**config.mk**
```make
export PLATFORM = sky130hd
export DESIGN_NAME = pfla_alu
export DESIGN_NICKNAME = d
export VERILOG_FILES = /design/src/sv/pfla_pkg.sv /design/src/sv/pfla_alu.sv
export SDC_FILE = /design/constraint.sdc
export NUM_CORES = 1
export LEC_CHECK = 0
export BUFFER_PORTS_ARGS = -buffer_cell sky130_fd_sc_hd__buf_4
export CAP_MARGIN = 40
export CORE_ASPECT_RATIO = 0.7
export CORE_MARGIN = 3
export CORE_UTILIZATION = 45
export DETAILED_ROUTE_END_ITERATION = 10
export GPL_TIMING_DRIVEN = 0
export PLACE_DENSITY = 0.85
export SLEW_MARGIN = 30
export SYNTH_ARGS = -nofsm -noshare
export SYNTH_HDL_FRONTEND = slang
export SYNTH_SLANG_ARGS = --single-unit
```
**constraint.sdc**
```tcl
create_clock -name vclk -period 1.95
set_input_delay 0 -clock vclk [all_inputs]
set_output_delay 0 -clock vclk [all_outputs]
set_load 0.05 [all_outputs]
```
**src/sv/pfla_pkg.sv**
```systemverilog
`timescale 1ns / 1ps
// ----------------------------------------------------------------------------
// pfla_pkg
// types and constants of the power-of-two free list allocator
// ----------------------------------------------------------------------------
package pfla_pkg;

	localparam int ADDR_W    = 16;
	localparam int SIZE_W    = 17;
	localparam int ALU_W     = SIZE_W + 1;
	localparam int CLS_W     = 5;
	localparam int MIN_CLASS = 3;
	localparam int MAX_CLASS = 17;

	// pointer alignment less one, and the smallest block
	localparam logic [ALU_W-1:0] ALIGN_LSBS = ALU_W'(7);
	localparam logic [ALU_W-1:0] MIN_SIZE   = ALU_W'(8);

	localparam logic [SIZE_W-1:0] HEAP_LIMIT_RESET = SIZE_W'(65536);

	typedef enum logic [0:0] {
		CMD_ALLOC = 1'b0,
		CMD_FREE  = 1'b1
	} cmd_t;

	typedef enum logic [0:0] {
		ALU_ADD = 1'b0,
		ALU_SUB = 1'b1
	} alu_op_t;

	typedef struct packed {
		logic [ALU_W-1:0] sum;
		logic             lt;
	} alu_res_t;

	typedef enum logic [3:0] {
		ST_IDLE,
		ST_ROUND,
		ST_CLASS,
		ST_DISPATCH,
		ST_POP_RD,
		ST_POP_WR,
		ST_BUMP,
		ST_CHECK,
		ST_FREE,
		ST_TOTAL,
		ST_DONE
	} state_t;

	typedef struct packed {
		cmd_t              command;
		logic [SIZE_W-1:0] request_size;
		logic [ADDR_W-1:0] block_address;
	} req_t;

	typedef struct packed {
		logic [ADDR_W-1:0] granted_address;
		logic [SIZE_W-1:0] granted_size;
		logic              out_of_memory;
		logic [SIZE_W-1:0] bytes_in_use;
	} rsp_t;

endpackage

```
**src/sv/pfla_alu.sv**
```systemverilog
`timescale 1ns / 1ps
// ----------------------------------------------------------------------------
// pfla_alu
// shared add / subtract-compare unit of the allocator sequencer
// ----------------------------------------------------------------------------
module pfla_alu (
	input  pfla_pkg::alu_op_t             op,
	input  logic [pfla_pkg::ALU_W-1:0]    a,
	input  logic [pfla_pkg::ALU_W-1:0]    b,
	output pfla_pkg::alu_res_t            res
);
	import pfla_pkg::*;

	logic [ALU_W:0]   full;
	logic [ALU_W-1:0] b_in;

	always_comb begin
		b_in = (op == ALU_SUB) ? ~b : b;
		full = {1'b0, a} + {1'b0, b_in} + {{ALU_W{1'b0}}, (op == ALU_SUB)};
		res.sum = full[ALU_W-1:0];
		// no carry out of a subtract means a borrow, so a < b
		res.lt  = (op == ALU_SUB) && !full[ALU_W];
	end

endmodule

```
==> summary by stage, run 1 <==
Outcome
The run stopped with a tool error. It got as far as 4_1_cts and failed there. The tool reported: "[ERROR DPL-0033] detailed placement checks failed during check placement".

Synthesis
Measured against the total synthesized area, the mux share comes to 0.008584. The synthesized instance count is 159. The total standard cell area after synthesis is 0.001166 mm². The synthesized netlist net count is 214. The top cell type by total area after synthesis is sky130_fd_sc_hd__xor2_1.

After synthesis, the mean cell area works out to 7.334 µm². The simple-gate portion of the synthesized area is 0.1899. The adder and majority gate portion of the synthesized area is 0.1996. The count of yosys warnings during synthesis is 0. The dominant combinational cell family by area after synthesis is compound AO/OA/AOI/OAI gates.

The compound-gate portion of the synthesized area is 0.3240. The share of synthesized area occupied by flip-flops and latches is 0. The number of different library cells used by synthesis comes to 47.

The fraction of post-synthesis cell area in the top cell type by area is 0.1878. The XOR/XNOR share of the synthesized area is 0.2328. By area the synthesized netlist is led by sky130_fd_sc_hd__xor2_1 19%, sky130_fd_sc_hd__ha_1 18%, sky130_fd_sc_hd__a21oi_1 6.4%.

Clocking
The number of instances resized during post-cts repair is 54. After clock tree synthesis, the flow added hold-fix buffers numbering 0. The post-CTS setup-driven buffer insertion count is 16.

Place
The wire-length estimate of the detail-placed layout is 3284 µm. At the end of routability-driven placement, the weighted congestion stood at 0.9096. The placement-stage worst setup slack is -0.3710 ns. In this run the tool buffered the top-level ports with 55 buffer cells. The cell area after placement is 0.001854 mm².

Die
For this configuration, the core starts out at a cell density of 0.5082. The die is 48.59 µm tall. After floorplanning, the core was divided into 14 placement rows. 56 I/O pins were placed.

The die is 66.85 µm wide.
cell usage after synthesis (all sizes together), types with 3 or more instances:
library cell	n
ha	17
nor2	9
o21ai	11
a21o	3
nand3	4
a21oi	17
buf	6
xnor2	6
nand2	15
a211oi	4
a31oi	3
o22ai	3
nand4	5
inv	3
xor2	25
metrics by stage:
step / instances / hold slack [ns] / setup TNS (ns)
after floorplan: 159 / 0.2677 / -0.6432
after global placement: 246 / 0.3253 / -1.087
after detailed placement: 246 / 0.3277 / -1.859
cells by family after synthesis:
group | count (synthesis)
AND/OR/NAND/NOR | 45
XOR/XNOR | 31
buffers and inverters | 11
adder cells (fa/ha/maj) | 18
multiplexers | 1
AO/OA/AOI/OAI | 53
==> run 2, diff against run 1 <==
Settings changed: CORE_AREA from default to 3 3 64 66, CORE_ASPECT_RATIO 0.7 to default, CORE_MARGIN 3 to default, CORE_UTILIZATION 45 to default, DIE_AREA from default to 0 0 67 69, PLACE_DENSITY 0.85 to default, PLACE_DENSITY_LB_ADDON from default to 0.15.
Clock period 1.95 ns to 2.55 ns, I/O delays scaled along.
==> run 2 against run 1 <==
Against the previous run: the flow now finishes without violations; synthesized area did not move; synthesized cell count unchanged.
==> summary by stage, run 2 <==
Synthesis
The top cell type by total area after synthesis is sky130_fd_sc_hd__xor2_1. The total standard cell area after synthesis is 0.001166 mm² (unchanged). The count of yosys warnings during synthesis is 0 (unchanged).

Yosys instantiated no cell more often than sky130_fd_sc_hd__xor2_1. The mean cell area of the mapped netlist is 7.334 µm² (unchanged). Ranked by total cell area, the synthesized netlist is headed by sky130_fd_sc_hd__xor2_1 19%, sky130_fd_sc_hd__ha_1 18%, sky130_fd_sc_hd__a21oi_1 6.4%. The synthesized netlist net count is 214 (unchanged).

The synthesized instance count is 159 (unchanged). The commonest cells after synthesis are 25 x sky130_fd_sc_hd__xor2_1, 17 x sky130_fd_sc_hd__ha_1, 15 x sky130_fd_sc_hd__a21oi_1, 15 x sky130_fd_sc_hd__nand2_1. The share of synthesized area occupied by flip-flops and latches is 0 (unchanged).

The unique cell type count in the Yosys netlist is 47 (unchanged). The fraction of post-synthesis cell area in the top cell type by area is 0.1878 (unchanged).

Route
In the final routing, the length of wire on met1 measures 1522 µm. The remaining design rule violation count is 0. The total met2 wirelength after detailed routing is 1411 µm.

The first-pass iteration count of the detailed router is 4. The highest layer used for signal routing is met3. The detailed router finished its first iteration with 44 violations. The count of antenna-violating nets left after detailed routing is 0. The average routed wire per standard cell is 11.81 µm. The detailed-route via count is 1,283.

The routed design has 3094 µm of wire. In the routed layout, each cell is associated on average with a via count of 4.897. The met3 routed wirelength is 160 µm.

Layout
The number of nets in the final layout is 271. Sequential cells placed in the final layout were counted as 0. The area growth from synthesis to layout is 43.24%. In the layout the commonest cells are 57 x sky130_fd_sc_hd__buf_4, 24 x sky130_fd_sc_hd__xor2_1, 17 x sky130_fd_sc_hd__ha_1. Leaving out fill and tap cells, the most frequent cell in the layout is sky130_fd_sc_hd__buf_4.

The fraction of layout instances using a drive strength above 1 is 0.3551. At the end of the flow the core is filled with cells to 0.4597. The number of antenna repair diodes is 0. The number of clock buffers in the layout is 0. The sequential cells in the finished layout cover a total of 0 µm². The final instance count without filler cells is 262.

Global route
The initial antenna violation count is 0. The first global-routing pass estimated 5326 µm of wire. The number of global-route vias before repair is 1,234. The final global-route overflow total is 0. Entering global routing, the biggest net connects 11 pins.

The overall track demand over capacity in global routing is 0.1344.

Worst setup path
The worst setup path is captured at an output pin. STA classifies the critical path startpoint as an input pin. Walking the worst path, the cells encountered are buf_4 > buf_4 > xor2_1 > fa_1 > a211oi_2 > nor2_2 > a31oi_4 > a21oi_1 > a31oi_2 > buf_4. The data arrival time of the worst path is 2.37 ns. The peak fanout along the critical path is 10. By startpoint and endpoint, the worst setup path is classified as input pin to output pin.

The worst path required time is 2.55 ns. Among the stages of the critical path, the cell type that occurs most often is sky130_fd_sc_hd__buf_4. For this design, the slowest cell found on the critical path is sky130_fd_sc_hd__fa_1. The largest single stage delay on the critical path is 0.47 ns.

Die
The overall die area is 0.004623 mm². The effective utilization at floorplan is 0.3209 (-0.1872). The height of the die is 69 µm (+42%). The x dimension of the die was 67 µm (+0.23%). The cell row count came to 22 (+8). The number of placed I/O pins came to 56 (unchanged). After floorplanning, the core was sized to cover 0.003633 mm².

Outcome
The run finished with clean final reports.

Power and ir drop
The proportion of total power due to net switching is 0.6572. The internal power of the cells totals 0.3336 mW. For this design the ratio of total power to cell area is 582.6 mW/mm².

Across the VDD grid, the largest voltage drop is 0.0003810 V. The register share of total power is 0. The net switching power is 0.6395 mW.

The combinational cell fraction of total power is 1.000. In this run the static leakage power is 0.7784 nW. The share of total power dissipated in the clock network is 0.

STA
Setup repair after global routing left no endpoint under its margin. The worst path in the final design needs a cycle of 2.369 ns, including I/O delays and setup. The slew at the pin closest to its max-slew limit is 0.4250 ns. The final number of setup-violating endpoints is 0. Measured against its own limit, the worst slew margin works out to 0.7167. For the final routed database, the setup TNS stands at 0 ns. The final-report max-slew violation count is 0. The final hold violation count was 0. The share of the clock period used by the worst path after layout is 0.9292. Based on the critical path, the design can be clocked at up to 0.4220 GHz.

Place
The number of placed instances, taps included is 262 (+6.5%). The routability congestion estimate from global placement is 0.8230 (-9.5%). The half-perimeter wire length after detailed placement is 2617 µm (-20%). The port buffer count is 55 (unchanged).

Min path
The worst hold path passes through 3 cells. The worst hold endpoint is res[1]. The classification of the worst-slack hold path is input pin to output pin. The origin of the worst min-delay path is a[0].

Clocking
The number of buffers added to fix hold violations after cts is 0 (unchanged).

Run
Across the run, the number of max-cap violations was 0.
## run 2: cell counts after synthesis
Identical to the previous run, type by type.
## run 2: stage by stage
step                total power [mW]  instance area [µm²]  hold slack [ns]  worst slack [ns]
floorplan                     0.7141                 1186           0.2677           0.02998
global placement              0.9736                 1659           0.3293          -0.02878
detailed placement            0.9727                 1659           0.3250          -0.05809
CTS                           0.9767                 1662           0.3250           0.05786
global route                   1.051                 1670           0.3323           0.04230
finish                        0.9731                 1670           0.3238            0.1805
## run 2: routing by layer
layer,up-vias,track usage
met1,553,0.2039
met4,0,0
met5,-,0
li1,698,-
met3,0,0
met2,32,0.2238
## run 2: worst max path at each step
| stage | from | to | slack [ns] | cells after the start |
|---|---|---|---|---|
| 2_1_floorplan | op | res[11] | 0.03 | 9 |
| 3_3_place_gp | op | res[0] | -0.03 | 10 |
| 3_5_place_dp | op | res[0] | -0.06 | 10 |
| 4_1_cts | op | res[0] | 0.06 | 10 |
| 5_1_grt | op | res[0] | 0.04 | 10 |
| 6_report | op | res[0] | 0.18 | 10 |
## run 2: power groups by stage
stage	clock network (mW)	logic (mW)	registers [mW]
after floorplan	0	0.714	0
after global placement	0	0.974	0
after detailed placement	0	0.973	0
after CTS	0	0.977	0
after global routing	0	1.05	0
final	0	0.973	0
## run 2: cell type report
class | count | area, µm²
Buffer | 8 | 43.79
Fill cell | 401 | 1963
Inverter | 3 | 11.26
Multi-Input combinational cell | 148 | 1142
Tap cell | 48 | 60.06
Timing Repair Buffer | 55 | 412.9
## run 2: worst max-delay path, delay by kind of cell
kind	cells	cell delay, ns
AO/OA/AOI/OAI	4	0.99
buffers and inverters	3	0.60
adder cells (fa/ha/maj)	1	0.47
XOR/XNOR	1	0.20
AND/OR/NAND/NOR	1	0.11
## run 2: cell families after synthesis
kind of cell,synth area share
buf+inv,0.04506
mux,0.008584
fa+ha+maj,0.1996
compound gates,0.3240
simple gates,0.1899
xor+xnor,0.2328
## run 2: what timing repair did
item                                    in CTS  in global routing
buffers inserted                             0                  0
endpoints found under the setup margin       2                  2
resized for setup                            1                  1
pin swaps                                    0                  0
cloned                                       0                  0
(Power assumes the default switching activity.)
