$ cat src/sv/pfla_ram.sv
`timescale 1ns / 1ps
// ----------------------------------------------------------------------------
// pfla_ram
// generic single write, single read ram with registered read data
// ----------------------------------------------------------------------------
module pfla_ram #(
	parameter int WIDTH = 8,
	parameter int DEPTH = 16,
	localparam int AW = (DEPTH > 1) ? $clog2(DEPTH) : 1
) (
	input  logic             clk,
	input  logic             wr_en,
	input  logic [AW-1:0]    wr_addr,
	input  logic [WIDTH-1:0] wr_data,
	input  logic [AW-1:0]    rd_addr,
	output logic [WIDTH-1:0] rd_data
);

	logic [WIDTH-1:0] mem [DEPTH];

	always_ff @(posedge clk) begin
		if (wr_en) begin
			mem[wr_addr] <= wr_data;
		end
		rd_data <= mem[rd_addr];
	end

endmodule

$ cat config.mk
export PLATFORM = sky130hd
export DESIGN_NAME = pfla_ram
export DESIGN_NICKNAME = d
export VERILOG_FILES = /design/src/sv/pfla_ram.sv
export SDC_FILE = /design/constraint.sdc
export NUM_CORES = 1
export LEC_CHECK = 0
export ABC_AREA = 1
export CAP_MARGIN = 20
export CORE_ASPECT_RATIO = 1.4
export CORE_MARGIN = 3
export CORE_UTILIZATION = 45
export CTS_BUF_LIST = sky130_fd_sc_hd__clkbuf_4
export DETAILED_ROUTE_END_ITERATION = 8
export DONT_BUFFER_PORTS = 1
export GPL_ROUTABILITY_DRIVEN = 0
export HOLD_SLACK_MARGIN = 0.03
export SETUP_SLACK_MARGIN = 0.05
export SYNTH_ARGS = -nofsm -noshare
export SYNTH_HDL_FRONTEND = slang
export SYNTH_SLANG_ARGS = --single-unit
$ cat constraint.sdc
create_clock -name clk -period 1.5 [get_ports clk]
set_clock_uncertainty 0.1 [all_clocks]
set_input_delay 0.075 -clock clk [delete_from_list [all_inputs] [get_ports clk]]
set_output_delay 0.075 -clock clk [all_outputs]
set_load 0.01 [all_outputs]
Yosys cells after proc, flatten, opt, wreduce, memory -nomap -nowiden
Memory sizes are Yosys's and may differ from the RTL's. A register that Yosys moved wholly into a read port is not among the register bits.
Index checks and enable logic that the tools add are counted.
Widths: inputs -> output; s select.
{ "totals": {"ff_bits": 0, "ram_bits": 128, "inputBits": 18, "word_cells": 3, "memories": 1} }
{ "memory_table": {"columns": ["memory", "depth", "word_bits", "read_ports", "rd_ports_with_merged_regs", "write_ports", "line", "rtl"], "rows": [
  ["mem", 16, 8, 1, 1, 1, "19", "logic [WIDTH-1:0] mem [DEPTH];"]
]} }
{ "classes": {"n_mux": 2} }
{ "ops": {"columns": ["cell", "n"], "rows": [
  ["$mux 1", 2]
]} }

Depth between registers and ports, before layout
Gate-level depths: netlist of run 1.
{ "logic_depth": {"ltp_word": 2, "mapped_depth": 8} }

Least setup slack after synthesis of run 1
OpenSTA, ideal clock, no wires.
{ "synth_path": {"kind": "input-to-reg", "startpoint": "input wr_addr[2]", "endpoint": "memory mem[10][0], enable pin", "setup_ns": 0.370, "arrival_ns": 0.656, "required_ns": 1.030, "setup_slack_ns": 0.374, "cell_stages": 2, "path_buffers": 0, "path_cell_list": "nand3b_1 nor2_1"} }
{ "synth_rtl": {"columns": ["element", "line", "rtl"], "rows": [
  ["start: declaration", "13", "input logic [AW-1:0] wr_addr,"],
  ["end: declaration", "19", null]
]} }
Straight into the memory's write port.

Final worst setup path of run 1
{ "layout_path": {"startpoint": "input wr_addr[3]", "endpoint": "memory mem[5][0], enable pin"} }
Straight into the memory's write port.

==> results of run 1 <==
==> sequential cells by signal, indices dropped and copies added, names as in the netlist <==
name	cells
rd_data	8
mem	128
==> final cells by class <==
cell class              count  area [um^2]  area share
diodes                      2         5.00    0.000775
clock buffers              21          158      0.0244
clock inverters            11          154      0.0238
inverters                 102          383      0.0593
multi-input cells         289         1210       0.188
flip-flops and latches    136         4000       0.620
well taps                 150          188      0.0291
repair buffers             37          350      0.0543
==> cell usage in the layout (no fill, tap or decap), types with 3 or more instances in the layout <==
cell type and instances:
clkinv_1 3, dlygate4sd3_1 14, nand2_1 173, nor2_1 17, buf_12 3, nand3_1 97, bufinv_16 4, clkinv_2 3
clkbuf_4 21, edfxtp_1 128, inv_1 100, dfxtp_1 8, buf_4 20
==> metal layers <==
layer  vias to the layer above  routed length (um)
li1                       1846                   -
met1                      1777                5040
met2                        92                6600
met3                        23                 660
met4                         0                 346
met5                         -                   0
==> worst max-delay path, delay by kind of cell <==
| family | cells | cell delay (ps) |
|---|---|---|
| buffers and inverters | 2 | 780 |
| AND/OR/NAND/NOR | 2 | 460 |
==> worst paths after layout <==
path | slack [ps] | depth (start not counted) | end | start
max reg2reg | 380 | 6 | rd_data[4] | mem[12][4]
max | 310 | 4 | mem[5][0] | wr_addr[3]
min | -330 | 3 | rd_data[1] | rd_addr[2]
min reg2reg | 580 | 6 | rd_data[0] | mem[10][0]
==> cell families (layout without fill, tap and decap cells) <==
kind of cell	after synthesis	after routing	synth area share
other	0	2	0
buffers and inverters	126	171	0.0952
DFF	136	136	0.694
and+or+nand+nor	289	289	0.210
==> power breakdown <==
| group | leakage, nW | internal (mW) | switching, mW |
|---|---|---|---|
| logic | 1.39 | 0.153 | 0.298 |
| clock network | 0.170 | 1.37 | 1.20 |
| registers | 1.22 | 4.24 | 0.0458 |
| total | 2.78 | 5.77 | 1.54 |
==> impl_metrics.py, run 1 <==
metrics = {
    "run_status": {
        "outcome": "finished, violations left",
        "violations": "hold timing",
    },
    "synth": {
        "synth_top_cell_area_share": 0.667,
        "async_flop_share": 0,
        "yosysMostFrequentCell": "nand2_1",
        "syn_area_um2": 5770,
        "synth.avg_cell_area_um2": 10.5,
        "synth_seq_cells": 136,
        "syn-num-nets": 569,
        "yosysUniqueCellTypes": 12,
        "synth_flop_cell": "edfxtp_1",
        "ys_seq_area_frac": 0.694,
        "ys_warn_count": 0,
        "synth_edf_count": 128,
        "netlist_instances": 551,
        "yosys.area.top_type": "edfxtp_1",
        "synth.area.top_cells": "edfxtp_1, nand2_1, nand3_1, inv_1, dfxtp_1",
        "synth_common_cells": "nand2_1, edfxtp_1, inv_1",
    },
    "worst_setup_path": {
        "slowest_delay_ps": 580,
        "cp.required_ps": 1630,
        "crit_chain": "dlygate4sd3_1 -> nand3b_1 -> nor2_1 -> buf_4",
        "worstSetupEndpointType": "flip-flop",
        "crit_path_start_kind": "primary input",
        "critPathMaxFanout": 5,
        "crit_arrival_ps": 1320,
        "critPathSlowestCell": "dlygate4sd3_1",
        "path_class": "in2reg",
    },
    "sta": {
        "period_needed_ps": 1190,
        "min_period_over_period": 0.793,
        "timing.setup.tns_ps": 0,
        "final_max_slew_viol_count": 0,
        "whs_ps": -328,
        "hold_violations": 8,
        "rsz0062_at_grt": "no",
        "fmax_mhz": 840,
        "max_slew_margin": 0.495,
        "setup_violations": 0,
        "worst_slack_ps": 310,
        "worst_slew_pin_slew_ps": 754,
    },
    "global_routing": {
        "grt_pass1_wl_um": 20000,
        "use_met2": 0.328,
        "grt_max_degree": 66,
        "grtUsageMet3": 0.0463,
        "grt_pass1_vias": 3800,
        "antenna_found_initial": 2,
        "overflow": 0,
        "grt.busiest_layer": "met2",
        "grt.met1_usage": 0.230,
        "grtUsageTotal": 0.192,
    },
    "placement": {
        "dp_cells": 699,
        "dp_hpwl_um": 8050,
        "dp_slack_ps": 348,
        "port_buffers": 0,
        "dpl_cell_area_um2": 5980,
    },
    "drt": {
        "drc": 0,
        "drtPass1Iterations": 4,
        "wl_um": 12600,
        "wire_per_inst_um": 16.9,
        "route.vias.total": 3738,
        "ant_nets": 0,
        "drt_iter0_drc": 240,
        "drt-vias-per-instance": 5.00,
    },
    "power": {
        "total_power_mw": 7.31,
        "p_per_area_nw_per_um2": 1130,
        "peakVddDrop_uv": 610,
        "p_leak_nw": 2.78,
    },
    "die": {
        "core_um2": 12400,
        "rows": 48,
        "die_x_um": 102,
        "die-area_um2": 14200,
        "ios": 26,
        "start_util": 0.464,
        "die_h_um": 140,
    },
    "clock_tree": {
        "clk_latency_ps": 520,
        "h-tree-depth": 4,
        "cts.path.max_buffers": 2,
        "cts.clk_slew.worst_paths_ps": 100,
        "ctsHoldBuffers": 15,
        "ctsResizeCount": 0,
        "cts_tree": "yes",
        "clock-sinks": 136,
        "cts-root-buf": "clkbuf_4",
        "cts_setup_buffers": 0,
        "numCtsBuffers": 17,
    },
    "final_layout": {
        "final_cells": 748,
        "nets": 601,
        "fin_util": 0.519,
        "layout-drive-gt1-share": 0.0906,
        "fill_cells": 1088,
        "syn2layout_area_growth_pct": 11.9,
        "stdcell_area_um2": 6450,
    },
    "hold_path": {
        "hold_class": "in2reg",
    },
    "flow_run": {
        "maxCapViolCount": 0,
    },
}
No activity file was read; power rests on OpenSTA's default activity.
==> run 2: changes to the inputs <==
clock period = 0.98 ns   (was 1.5 ns; I/O delays follow)
==> run 2 against run 1 <==
The flow finishes with violations (hold timing, setup timing). Clock power is 55% higher. Die area unchanged. Worst setup slack worse by 390 ps. Worst hold slack got worse by 66 ps. Cell area up 7.0%.
==> impl_metrics.py, run 2 (synthesis gave the netlist of run 1 again) <==
metrics = {
    "drt": {
        "ant_nets": 0,
        "wire_per_inst_um": 17.9,
        "drc": 0,
        "drt-vias-per-instance": 5.02,
        "drt_iter0_drc": 271,
        "wl_um": 13300,
        "drtPass1Iterations": 6,
        "route.vias.total": 3731,
    },
    "clock_tree": {
        "numCtsBuffers": 17,
        "clock-sinks": 136,
        "cts-root-buf": "clkbuf_4",
        "h-tree-depth": 4,
        "cts.path.max_buffers": 2,
        "ctsHoldBuffers": 11,
        "clk_latency_ps": 530,
        "cts_tree": "yes",
        "cts.clk_slew.worst_paths_ps": 120,
        "cts_setup_buffers": 0,
    },
    "die": {
        "ios": 26,
        "die_h_um": 140,
        "die-area_um2": 14200,
        "die_x_um": 102,
        "core_um2": 12400,
        "start_util": 0.464,
        "rows": 48,
    },
    "power": {
        "p_per_area_nw_per_um2": 1650,
        "switchingPower_mw": 2.60,
        "peakVddDrop_uv": 1020,
        "total_power_mw": 11.4,
        "p_comb_frac": 0.073,
        "pwr-share-seq": 0.577,
        "p_int_mw": 8.79,
        "clockPowerShare": 0.350,
        "swShare": 0.228,
        "p_leak_nw": 2.99,
    },
    "final_layout": {
        "fill_cells": 1045,
        "ff_latch_area_um2": 4020,
        "nets": 597,
        "final_cell_mix": "nand2_1, edfxtp_1, inv_1, nand3_2, nand3_1",
        "top_register": "mem",
        "layout_commonest_cell": "nand2_1",
        "syn2layout_area_growth_pct": 19.8,
        "largest_reg_flops": 128,
        "layout-drive-gt1-share": 0.252,
        "reg_top3": "mem x128, rd_data x8",
        "multiInputGateArea_um2": 1600,
        "final_cells": 743,
    },
    "worst_setup_path": {
        "crit_arrival_ps": 910,
        "crit_path_start_kind": "flip-flop",
        "cp.required_ps": 830,
        "path_class": "reg2out",
        "critPathMaxFanout": 1,
        "worstSetupEndpointType": "output port",
    },
    "sta": {
        "min_period_over_period": 1.08,
        "timing.setup.tns_ps": -854,
        "period_needed_ps": 1060,
        "rsz0062_at_grt": "yes",
        "worst_slew_pin_slew_ps": 814,
        "final_max_slew_viol_count": 0,
        "setup_violations": 16,
        "whs_ps": -394,
        "max_slew_margin": 0.457,
        "hold_violations": 92,
        "worst_slack_ps": -82.4,
        "fmax_mhz": 941,
    },
    "run_status": {
        "outcome": "finished, violations left",
        "violations": "hold timing, setup timing",
    },
    "global_routing": {
        "antenna_found_initial": 1,
        "grtUsageTotal": 0.202,
        "grt_pass1_vias": 3685,
        "overflow": 0,
        "grt_pass1_wl_um": 20700,
        "grt_max_degree": 66,
    },
    "placement": {
        "port_buffers": 0,
        "dp_slack_ps": -131,
        "dp_cells": 699,
        "dp_hpwl_um": 7990,
    },
    "flow_run": {
        "maxCapViolCount": 0,
    },
    "hold_path": {
        "hold_class": "in2reg",
    },
}
run 2: stage by stage:
step | hold WS, ps | util | instance area (um^2)
CTS | -433 | 0.541 | 6730
floorplan | 47.9 | - | 5820
finish | -394 | 0.556 | 6910
global route | -420 | 0.556 | 6910
global placement | 49.2 | 0.489 | 6080
detailed placement | 49.1 | 0.489 | 6080
run 2: final timing paths:
path,startpoint,endpoint,slack [ps],cells past startpoint
max reg2reg,mem[15][7],rd_data[7],-40,6
min reg2reg,mem[14][4],rd_data[4],590,6
min,rd_addr[2],rd_data[4],-390,3
max,rd_data[2],rd_data[2],-80,0
run 2: repair_timing:
item	CTS	global route
pin swaps	25	20
endpoints found under the hold margin	264	136
endpoints found under the setup margin	16	267
resized for setup	56	48
run 2: cell type report:
type | count | area share
tap | 150 | 0.0272
sequential | 136 | 0.582
multi-input combinational | 289 | 0.231
inverter | 102 | 0.0554
clock buffer | 17 | 0.0185
clock inverter | 15 | 0.0263
timing repair buffer | 33 | 0.0585
antenna | 1 | 0.000362
run 2: power by group through the flow:
| stage | clock network (mW) | logic, mW | registers [mW] |
|---|---|---|---|
| finish | 3.98 | 0.834 | 6.57 |
| global placement | 0 | 0.574 | 6.69 |
| global route | 4.29 | 0.919 | 6.58 |
| floorplan | 0 | 0.474 | 6.67 |
| CTS | 4.05 | 0.795 | 6.57 |
| detailed placement | 0 | 0.579 | 6.70 |
run 2: per-layer routing:
metal	share of wire	vias up	GRT usage	wire (um)
met5	0	-	0	0
met4	0.020	0	0.0714	266
met3	0.042	22	0.0419	559
met2	0.53	90	0.339	7070
met1	0.41	1785	0.256	5410
li1	-	1834	-	-
